## config.mk

```make
export PLATFORM = sky130hd
export DESIGN_NAME = serial_rx_tx_ring_buffers_top
export DESIGN_NICKNAME = d
export VERILOG_FILES = /design/src/rtl/core/srb_pkg.sv /design/src/rtl/core/srb_ctrl.sv /design/src/rtl/core/srb_dp.sv /design/src/rtl/core/serial_rx_tx_ring_buffers_top.sv
export SDC_FILE = /design/constraint.sdc
export NUM_CORES = 1
export LEC_CHECK = 0
export ABC_AREA = 1
export BUFFER_PORTS_ARGS = -buffer_cell sky130_fd_sc_hd__buf_2
export CAP_MARGIN = 20
export CELL_PAD_IN_SITES_DETAIL_PLACEMENT = 0
export CELL_PAD_IN_SITES_GLOBAL_PLACEMENT = 1
export CORE_MARGIN = 3
export CORE_UTILIZATION = 55
export DETAILED_ROUTE_END_ITERATION = 10
export GPL_TIMING_DRIVEN = 1
export PLACE_DENSITY = 0.9
export SYNTH_ARGS = -nofsm -noshare
export SYNTH_HDL_FRONTEND = slang
export SYNTH_HIERARCHICAL = 1
export SYNTH_SLANG_ARGS = --single-unit
```

## constraint.sdc

```tcl
create_clock -name clk -period 6.2 [get_ports clk]
set_input_delay 1.55 -clock clk [delete_from_list [all_inputs] [get_ports clk]]
set_output_delay 1.55 -clock clk [all_outputs]
set_load 0.03 [all_outputs]
```

## src/rtl/core/srb_pkg.sv

```systemverilog
// shared types, codes and defaults for the serial ring buffer block
package srb_pkg;

  localparam int FUNC_W       = 2;
  localparam int BYTE_W       = 8;
  localparam int CNT_W        = 8;
  localparam int RX_DEPTH_DEF = 32;
  localparam int TX_DEPTH_DEF = 32;

  // item function codes
  localparam logic [FUNC_W-1:0] FN_RX_BYTE  = 2'd0;
  localparam logic [FUNC_W-1:0] FN_LINE_RDY = 2'd1;
  localparam logic [FUNC_W-1:0] FN_ENQ      = 2'd2;
  localparam logic [FUNC_W-1:0] FN_READ     = 2'd3;

  // controller to datapath
  typedef struct packed {
    logic cap;        // capture input item
    logic rx_push;    // store line byte in receive ring
    logic tx_direct;  // send enqueued byte straight to line
    logic tx_refuse;  // transmit ring full
    logic tx_push;    // queue transmit byte
    logic tx_fetch;   // read oldest queued transmit byte
    logic tx_send;    // hand fetched byte to line
    logic line_rel;   // nothing queued, line goes free
    logic rd_start;   // load read count, fetch first byte
    logic rd_send;    // deliver one received byte
    logic rd_none;    // empty read result
  } srb_cmd_t;

  // datapath to controller
  typedef struct packed {
    logic [FUNC_W-1:0] func;
    logic              tx_empty;
    logic              tx_full;
    logic              line_free;
    logic              rd_zero;
    logic              rd_last;
    logic              slot_free;
  } srb_sts_t;

endpackage

```

## src/rtl/core/srb_ctrl.sv

```systemverilog
// controller state machine sequencing one item at a time
module srb_ctrl (
  input  logic             clk,
  input  logic             rst_n,
  input  logic             in_valid,
  output logic             in_ready,
  input  srb_pkg::srb_sts_t sts,
  output srb_pkg::srb_cmd_t cmd
);
  import srb_pkg::*;

  localparam logic [1:0] S_IDLE  = 2'd0;
  localparam logic [1:0] S_EXEC  = 2'd1;
  localparam logic [1:0] S_TXOUT = 2'd2;
  localparam logic [1:0] S_RDOUT = 2'd3;

  logic [1:0] state_r;
  logic [1:0] state_nxt;

  always_ff @(posedge clk) begin
    if (!rst_n) begin
      state_r <= S_IDLE;
    end else begin
      state_r <= state_nxt;
    end
  end

  always_comb begin
    cmd       = '0;
    state_nxt = state_r;
    in_ready  = 1'b0;
    unique case (state_r)
      S_IDLE: begin
        in_ready = 1'b1;
        cmd.cap  = in_valid;
        if (in_valid) begin
          state_nxt = S_EXEC;
        end
      end
      S_EXEC: begin
        unique case (sts.func)
          FN_RX_BYTE: begin
            if (sts.slot_free) begin
              cmd.rx_push = 1'b1;
              state_nxt   = S_IDLE;
            end
          end
          FN_LINE_RDY: begin
            if (!sts.tx_empty) begin
              cmd.tx_fetch = 1'b1;
              state_nxt    = S_TXOUT;
            end else if (sts.slot_free) begin
              cmd.line_rel = 1'b1;
              state_nxt    = S_IDLE;
            end
          end
          FN_ENQ: begin
            if (sts.slot_free) begin
              if (sts.tx_empty && sts.line_free) begin
                cmd.tx_direct = 1'b1;
              end else if (sts.tx_full) begin
                cmd.tx_refuse = 1'b1;
              end else begin
                cmd.tx_push = 1'b1;
              end
              state_nxt = S_IDLE;
            end
          end
          FN_READ: begin
            if (!sts.rd_zero) begin
              cmd.rd_start = 1'b1;
              state_nxt    = S_RDOUT;
            end else if (sts.slot_free) begin
              cmd.rd_none = 1'b1;
              state_nxt   = S_IDLE;
            end
          end
          default: state_nxt = S_IDLE;
        endcase
      end
      S_TXOUT: begin
        if (sts.slot_free) begin
          cmd.tx_send = 1'b1;
          state_nxt   = S_IDLE;
        end
      end
      S_RDOUT: begin
        if (sts.slot_free) begin
          cmd.rd_send = 1'b1;
          if (sts.rd_last) begin
            state_nxt = S_IDLE;
          end
        end
      end
      default: state_nxt = S_IDLE;
    endcase
  end

endmodule

```

## src/rtl/core/srb_dp.sv

```systemverilog
// datapath: both rings, their pointers and the result register
module srb_dp #(
  parameter int RX_DEPTH = srb_pkg::RX_DEPTH_DEF,
  parameter int TX_DEPTH = srb_pkg::TX_DEPTH_DEF
) (
  input  logic                        clk,
  input  logic                        rst_n,
  input  logic [srb_pkg::FUNC_W-1:0]  in_func,
  input  logic [srb_pkg::BYTE_W-1:0]  in_byte,
  input  logic [srb_pkg::CNT_W-1:0]   in_read_count,
  input  srb_pkg::srb_cmd_t           cmd,
  output srb_pkg::srb_sts_t           sts,
  output logic                        out_valid,
  input  logic                        out_ready,
  output logic                        out_line_valid,
  output logic [srb_pkg::BYTE_W-1:0]  out_line_byte,
  output logic                        out_enq_accepted,
  output logic                        out_read_valid,
  output logic [srb_pkg::BYTE_W-1:0]  out_read_byte,
  output logic                        out_last
);
  import srb_pkg::*;

  localparam int RPW = $clog2(RX_DEPTH);
  localparam int TPW = $clog2(TX_DEPTH);
  localparam logic [RPW-1:0] RX_TOP = RPW'(RX_DEPTH - 1);
  localparam logic [TPW-1:0] TX_TOP = TPW'(TX_DEPTH - 1);
  localparam logic [RPW:0]   RX_SPAN = (RPW + 1)'(RX_DEPTH);

  // captured item
  logic [FUNC_W-1:0] func_r;
  logic [BYTE_W-1:0] byte_r;
  logic [CNT_W-1:0]  cnt_r;

  logic [RPW-1:0] rx_wp_r, rx_rp_r, rem_r;
  logic [TPW-1:0] tx_wp_r, tx_rp_r;
  logic           line_free_r;

  logic [BYTE_W-1:0] rx_mem [RX_DEPTH];
  logic [BYTE_W-1:0] tx_mem [TX_DEPTH];
  logic [BYTE_W-1:0] rx_q_r, tx_q_r;

  logic              out_valid_r;
  logic              out_lv_r, out_acc_r, out_rv_r, out_last_r;
  logic [BYTE_W-1:0] out_lb_r, out_rb_r;

  logic [RPW-1:0] rx_wp_inc, rx_rp_inc, rx_rd_addr, avail, n_rd;
  logic [TPW-1:0] tx_wp_inc, tx_rp_inc;
  logic [RPW:0]   diff;
  logic [CNT_W-1:0] avail_w, n_w;
  logic             emit, slot_free;

  assign rx_wp_inc = (rx_wp_r == RX_TOP) ? '0 : rx_wp_r + 1'b1;
  assign rx_rp_inc = (rx_rp_r == RX_TOP) ? '0 : rx_rp_r + 1'b1;
  assign tx_wp_inc = (tx_wp_r == TX_TOP) ? '0 : tx_wp_r + 1'b1;
  assign tx_rp_inc = (tx_rp_r == TX_TOP) ? '0 : tx_rp_r + 1'b1;

  // bytes buffered in receive ring, clipped to the count asked for
  always_comb begin
    diff = {1'b0, rx_wp_r} - {1'b0, rx_rp_r};
    if (rx_wp_r < rx_rp_r) begin
      diff = diff + RX_SPAN;
    end
    avail   = diff[RPW-1:0];
    avail_w = CNT_W'(avail);
    n_w     = (avail_w < cnt_r) ? avail_w : cnt_r;
    n_rd    = RPW'(n_w);
  end

  assign rx_rd_addr = cmd.rd_send ? rx_rp_inc : rx_rp_r;
  assign slot_free  = !out_valid_r || out_ready;

  assign sts.func      = func_r;
  assign sts.tx_empty  = (tx_wp_r == tx_rp_r);
  assign sts.tx_full   = (tx_wp_inc == tx_rp_r);
  assign sts.line_free = line_free_r;
  assign sts.rd_zero   = (n_w == '0);
  assign sts.rd_last   = (rem_r == RPW'(1));
  assign sts.slot_free = slot_free;

  always_ff @(posedge clk) begin
    if (cmd.cap) begin
      func_r <= in_func;
      byte_r <= in_byte;
      cnt_r  <= in_read_count;
    end
    if (cmd.rd_start) begin
      rem_r <= n_rd;
    end else if (cmd.rd_send) begin
      rem_r <= rem_r - 1'b1;
    end
  end

  // receive ring storage
  always_ff @(posedge clk) begin
    if (cmd.rx_push) begin
      rx_mem[rx_wp_r] <= byte_r;
    end
    if (cmd.rd_start || cmd.rd_send) begin
      rx_q_r <= rx_mem[rx_rd_addr];
    end
  end

  // transmit ring storage
  always_ff @(posedge clk) begin
    if (cmd.tx_push) begin
      tx_mem[tx_wp_r] <= byte_r;
    end
    if (cmd.tx_fetch) begin
      tx_q_r <= tx_mem[tx_rp_r];
    end
  end

  always_ff @(posedge clk) begin
    if (!rst_n) begin
      rx_wp_r     <= '0;
      rx_rp_r     <= '0;
      tx_wp_r     <= '0;
      tx_rp_r     <= '0;
      line_free_r <= 1'b1;
    end else begin
      if (cmd.rx_push) begin
        rx_wp_r <= rx_wp_inc;
        // full ring: oldest byte dropped
        if (rx_wp_inc == rx_rp_r) begin
          rx_rp_r <= rx_rp_inc;
        end
      end
      if (cmd.rd_send) begin
        rx_rp_r <= rx_rp_inc;
      end
      if (cmd.tx_push) begin
        tx_wp_r <= tx_wp_inc;
      end
      if (cmd.tx_send) begin
        tx_rp_r <= tx_rp_inc;
      end
      if (cmd.tx_send || cmd.tx_direct) begin
        line_free_r <= 1'b0;
      end else if (cmd.line_rel) begin
        line_free_r <= 1'b1;
      end
    end
  end

  assign emit = cmd.rx_push | cmd.line_rel | cmd.tx_direct | cmd.tx_refuse |
                cmd.tx_push | cmd.tx_send | cmd.rd_none | cmd.rd_send;

  always_ff @(posedge clk) begin
    if (!rst_n) begin
      out_valid_r <= 1'b0;
    end else if (emit) begin
      out_valid_r <= 1'b1;
    end else if (out_ready) begin
      out_valid_r <= 1'b0;
    end
  end

  always_ff @(posedge clk) begin
    if (emit) begin
      out_lv_r   <= cmd.tx_direct | cmd.tx_send;
      out_lb_r   <= cmd.tx_direct ? byte_r : (cmd.tx_send ? tx_q_r : '0);
      out_acc_r  <= cmd.tx_direct | cmd.tx_push;
      out_rv_r   <= cmd.rd_send;
      out_rb_r   <= cmd.rd_send ? rx_q_r : '0;
      out_last_r <= cmd.rd_send ? sts.rd_last : 1'b1;
    end
  end

  assign out_valid        = out_valid_r;
  assign out_line_valid   = out_lv_r;
  assign out_line_byte    = out_lb_r;
  assign out_enq_accepted = out_acc_r;
  assign out_read_valid   = out_rv_r;
  assign out_read_byte    = out_rb_r;
  assign out_last         = out_last_r;

endmodule

```

## src/rtl/core/serial_rx_tx_ring_buffers_top.sv

```systemverilog
// top level of the serial port receive and transmit ring buffers
// Buffers one serial port in a receive ring and a transmit ring, each holding
// up to depth minus one bytes in a single-port-style memory with a registered
// read. Items are taken one at a time: the block accepts an item in its idle
// cycle and executes it in the next. A received line byte, an enqueue and an
// empty line-ready pass through the idle and execute states; a line-ready that
// passes on a queued byte reads it from the transmit memory in the execute
// state and hands it to the line from the transmit send state. A software read
// first fetches the first byte from the receive memory, then delivers one byte
// per cycle while the result slot is free, with the next read issued at the
// advanced pointer. A result waits in the output register while the
// controller carries on; when the controller has its next result ready and
// the previous one is still held, it stalls while out_ready stays low. When
// the receive ring is full a new line byte overwrites the oldest. An enqueue
// into a full transmit ring is refused with enq_accepted low. Store contents
// are not cleared at reset; pointers are, so no unwritten entry is ever read.
module serial_rx_tx_ring_buffers_top #(
  parameter int RX_DEPTH = srb_pkg::RX_DEPTH_DEF,
  parameter int TX_DEPTH = srb_pkg::TX_DEPTH_DEF
) (
  input  logic                        clk,
  input  logic                        rst_n,
  // input item channel
  input  logic                        in_valid,
  output logic                        in_ready,
  input  logic [srb_pkg::FUNC_W-1:0]  in_func,
  input  logic [srb_pkg::BYTE_W-1:0]  in_byte,
  input  logic [srb_pkg::CNT_W-1:0]   in_read_count,
  // result item channel
  output logic                        out_valid,
  input  logic                        out_ready,
  output logic                        out_line_valid,
  output logic [srb_pkg::BYTE_W-1:0]  out_line_byte,
  output logic                        out_enq_accepted,
  output logic                        out_read_valid,
  output logic [srb_pkg::BYTE_W-1:0]  out_read_byte,
  output logic                        out_last
);
  import srb_pkg::*;

  srb_cmd_t cmd;   // controller commands
  srb_sts_t sts;   // datapath status

  // sequencer: idle, execute, transmit send, read drain
  srb_ctrl u_ctrl (
    .clk      (clk),
    .rst_n    (rst_n),
    .in_valid (in_valid),
    .in_ready (in_ready),
    .sts      (sts),
    .cmd      (cmd)
  );

  // rings, pointers, line state and result register
  srb_dp #(
    .RX_DEPTH (RX_DEPTH),
    .TX_DEPTH (TX_DEPTH)
  ) u_dp (
    .clk              (clk),
    .rst_n            (rst_n),
    .in_func          (in_func),
    .in_byte          (in_byte),
    .in_read_count    (in_read_count),
    .cmd              (cmd),
    .sts              (sts),
    .out_valid        (out_valid),
    .out_ready        (out_ready),
    .out_line_valid   (out_line_valid),
    .out_line_byte    (out_line_byte),
    .out_enq_accepted (out_enq_accepted),
    .out_read_valid   (out_read_valid),
    .out_read_byte    (out_read_byte),
    .out_last         (out_last)
  );

  // one item in flight: no accept right after an accept
  a_one_item: assert property (@(posedge clk) disable iff (!rst_n)
    in_valid && in_ready |=> !in_ready)
    else $error("item accepted while previous one still executing");

  // a result is either a line byte or a read byte, never both
  a_one_kind: assert property (@(posedge clk) disable iff (!rst_n)
    out_valid |-> !(out_line_valid && out_read_valid))
    else $error("result carries both line and read byte");

  // only software reads give more than one result per item
  a_multi_read: assert property (@(posedge clk) disable iff (!rst_n)
    out_valid && !out_last |-> out_read_valid)
    else $error("non-final result that is not a read byte");

  // a read result never carries the enqueue flag
  a_enq_line: assert property (@(posedge clk) disable iff (!rst_n)
    out_valid && out_read_valid |-> !out_enq_accepted)
    else $error("read result flagged as accepted enqueue");

endmodule

```

==> results.yml <==
logic_synthesis:
  synth_edf_count: 571
  synth.most_common_cell: "edfxtp_1"
  syn_nets: 2392
  yosys-top-cells-count: "571 x edfxtp_1, 389 x nand2_1, 380 x nand3_1, 278 x inv_1, 224 x nor2_1"
  synthDistinctLibCells: 37
  post-synth-top-area-cell: "edfxtp_1"
  yosysSeqAreaShare: 0.679
  netlist_instances: 2345
  netlist_top_cells_area: "edfxtp_1 66%, nand3_1 7.3%, nand2_1 5.6%, inv_1 4.0%, nor2_1 3.2%"
  yosys_warnings: 6
  synth_top_area_frac: 0.661
  syn-cell-area_um2: 25900
  syn_area_per_cell_um2: 11.1
  synth_ff_type: "edfxtp_1"
  async_flop_share: 0
  synth-seq-cells: 595
timing:
  slew_headroom: 0.393
  rsz0062_at_grt: "no"
  finalMaxSlewViolations: 0
  tightest_slew_ps: 911
  whs_ps: 491
  fin_crit_sh: 0.697
  fin_tns_setup_ps: 0
  setup_violations: 0
  hold_viol: 0
  clock-skew-final_ps: 14.9
  period_minus_slack_ps: 4320
  max_freq_mhz: 232
die:
  row_count: 78
  io_pins: 44
  core_area_um2: 46000
  die_w_um: 223
  die_y_um: 223
  start_util: 0.564
  die-area_um2: 49800
routing:
  vias: 17400
  wl_per_cell_um: 20.8
  dr.pass1.iters: 5
  drc_errors: 0
  viasPerCell: 5.82
  antenna_left: 0
  dr.first_iter.drc_count: 1944
  finalWirelength_um: 62300
clock_tree:
  numCtsBuffers: 55
  clk_latency_ps: 610
  cts_resized: 0
  cts_root_buf: "clkbuf_16"
  cts.reportedPaths.clkPinSlew_ps: 60
  holdBufCountCts: 0
  cts_setup_buffers: 0
  clockBufferDepth: 3
  clock_sinks: 595
  htree_levels: 2
  cts_tree: "yes"
pwr:
  p_per_area_nw_per_um2: 286
  ir_drop_mv: 0.255
  p_leak_nw: 10.6
critical_path:
  arrival_ps: 4550
  cp_slowest_cell: "inv_1"
  end_kind: "flop"
  start_kind: "flop"
  crit_fanout: 20
  criticalPathCategory: "flop to flop"
  required_ps: 6430
  critPathMaxStageDelay_ps: 670
  critPathMostFrequentCell: "nand2_1"
  path_cells: "ha_1, inv_1, fa_1, nand3_1, nand2_1, xor2_1, ha_1, and3_1, nand2_1, nand2_1, o21ai_0, nand2_1, nor2_1, nor3b_1, nor2_1, nand2_1, nor4_1, inv_1"
cells_and_area:
  nets: 2395
  area_growth_pct: 8.83
  utilization: 0.614
  drive_gt1_frac: 0.0707
  fillerInstances: 3581
  num_antenna_cells: 0
grt:
  grt_max_degree: 105
  grt_pass1_vias: 16900
  antenna_found_initial: 0
  globalRouteOverflowTotal: 0
  grt_first_pass_wirelength_um: 97000
  track_usage: 0.249
place:
  gp_congestion: 0.864
  dp_hpwl_um: 36200
  port_buffers: 43
status:
  status: "completed"
run:
  maxCapViolCount: 0
min_path:
  hp-class: "flop to flop"
[worst paths after layout]
path / startpoint / end / slack [ps] / cells past startpoint
worst max-delay path: u_dp/rx_rp_r[0]$_SDFFE_PN0P_ / u_dp/out_last$_SDFFCE_PN1P_ / 1880 / 18
worst min-delay path: u_dp/line_free_r$_SDFFE_PN1P_ / u_dp/line_free_r$_SDFFE_PN1P_ / 490 / 2
worst max register to register: u_dp/rx_rp_r[0]$_SDFFE_PN0P_ / u_dp/out_last$_SDFFCE_PN1P_ / 1880 / 18
worst min register to register: u_dp/line_free_r$_SDFFE_PN1P_ / u_dp/line_free_r$_SDFFE_PN1P_ / 490 / 2
[routing by layer]
| layer | part of all wire | track usage |
|---|---|---|
| met2 | 0.49 | 0.415 |
| met5 | 0 | 0 |
| met1 | 0.39 | 0.331 |
| met3 | 0.076 | 0.0403 |
| met4 | 0.037 | 0.0925 |
[worst max-delay path, delay by kind of cell (launching register included)]
kind                     cells  cell delay, ps
AO/OA/AOI/OAI                1             240
XOR/XNOR                     1             150
adder cells (fa/ha/maj)      3             900
buffers and inverters        2             730
flip-flops                   1             610
AND/OR/NAND/NOR             11            1280
[sequential cells by signal, summed over array words and instances (netlist names)]
register and count:
u_dp/out_read_byte 8, u_dp/rx_mem 256, u_dp/out_read_valid 1, u_dp/out_last 1
u_dp/rx_rp_r 5, u_dp/rx_q_r 8, u_dp/tx_wp_r 5, u_dp/tx_mem 256
u_dp/rx_wp_r 5, u_dp/line_free_r 1, u_dp/tx_q_r 8, u_dp/out_valid 1
u_dp/out_enq_accepted 1, u_ctrl/state_r 2, u_dp/out_line_valid 1, u_dp/rem_r 5
u_dp/func_r 2, u_dp/byte_r 8, u_dp/out_line_byte 8, u_dp/cnt_r 8
u_dp/tx_rp_r 5
[area by class of cell]
cell class	count	area (um2)	share of cell area
Clock buffer	73	1490	0.0526
Clock inverter	25	233	0.00824
Inverter	286	1070	0.0381
Multi-Input combinational cell	1341	6590	0.233
Sequential cell	595	17600	0.624
Tap cell	600	751	0.0266
Timing Repair Buffer	69	475	0.0168
[metrics by stage]
step,power [mW],setup slack [ps],area (um2),instances
6_report,8.09,1880,28200,2989
5_1_grt,8.35,1430,28200,2989
4_1_cts,8.13,1910,28200,2986
3_5_place_dp,4.91,1730,26500,2888
3_3_place_gp,4.90,1790,26400,2887
2_1_floorplan,4.78,2700,25900,2345
[layout by cell type, fill, tap and decap left out, types with 15 or more instances in the layout]
cell type / Yosys / layout
o22ai_1: 26 / 26
nand2_1: 389 / 389
o211ai_1: 26 / 26
a21oi_1: 28 / 28
nand3b_1: 57 / 57
o21ai_0: 122 / 122
buf_4: 18 / 22
inv_1: 278 / 277
nand3_1: 380 / 380
nor2_1: 224 / 223
ha_1: 24 / 24
clkbuf_16: 0 / 56
dfxtp_1: 24 / 22
edfxtp_1: 571 / 571
buf_2: 51 / 43
clkbuf_1: 41 / 15
[power by group]
group          switching (mW)  total [mW]  internal [mW]
clock                    1.42        3.26           1.84
sequential             0.0200        4.48           4.46
combinational           0.274       0.353         0.0790
total                    1.71        8.09           6.38
[logic make-up after synthesis]
group           after synthesis  share of synthesized area
simple gates               1087                      0.189
flops                       595                      0.679
buf+inv                     409                     0.0674
compound gates              217                     0.0480
fa+ha+maj                    25                     0.0123
xor+xnor                     12                    0.00405
Note: power is estimated with default switching activity, not from simulation.
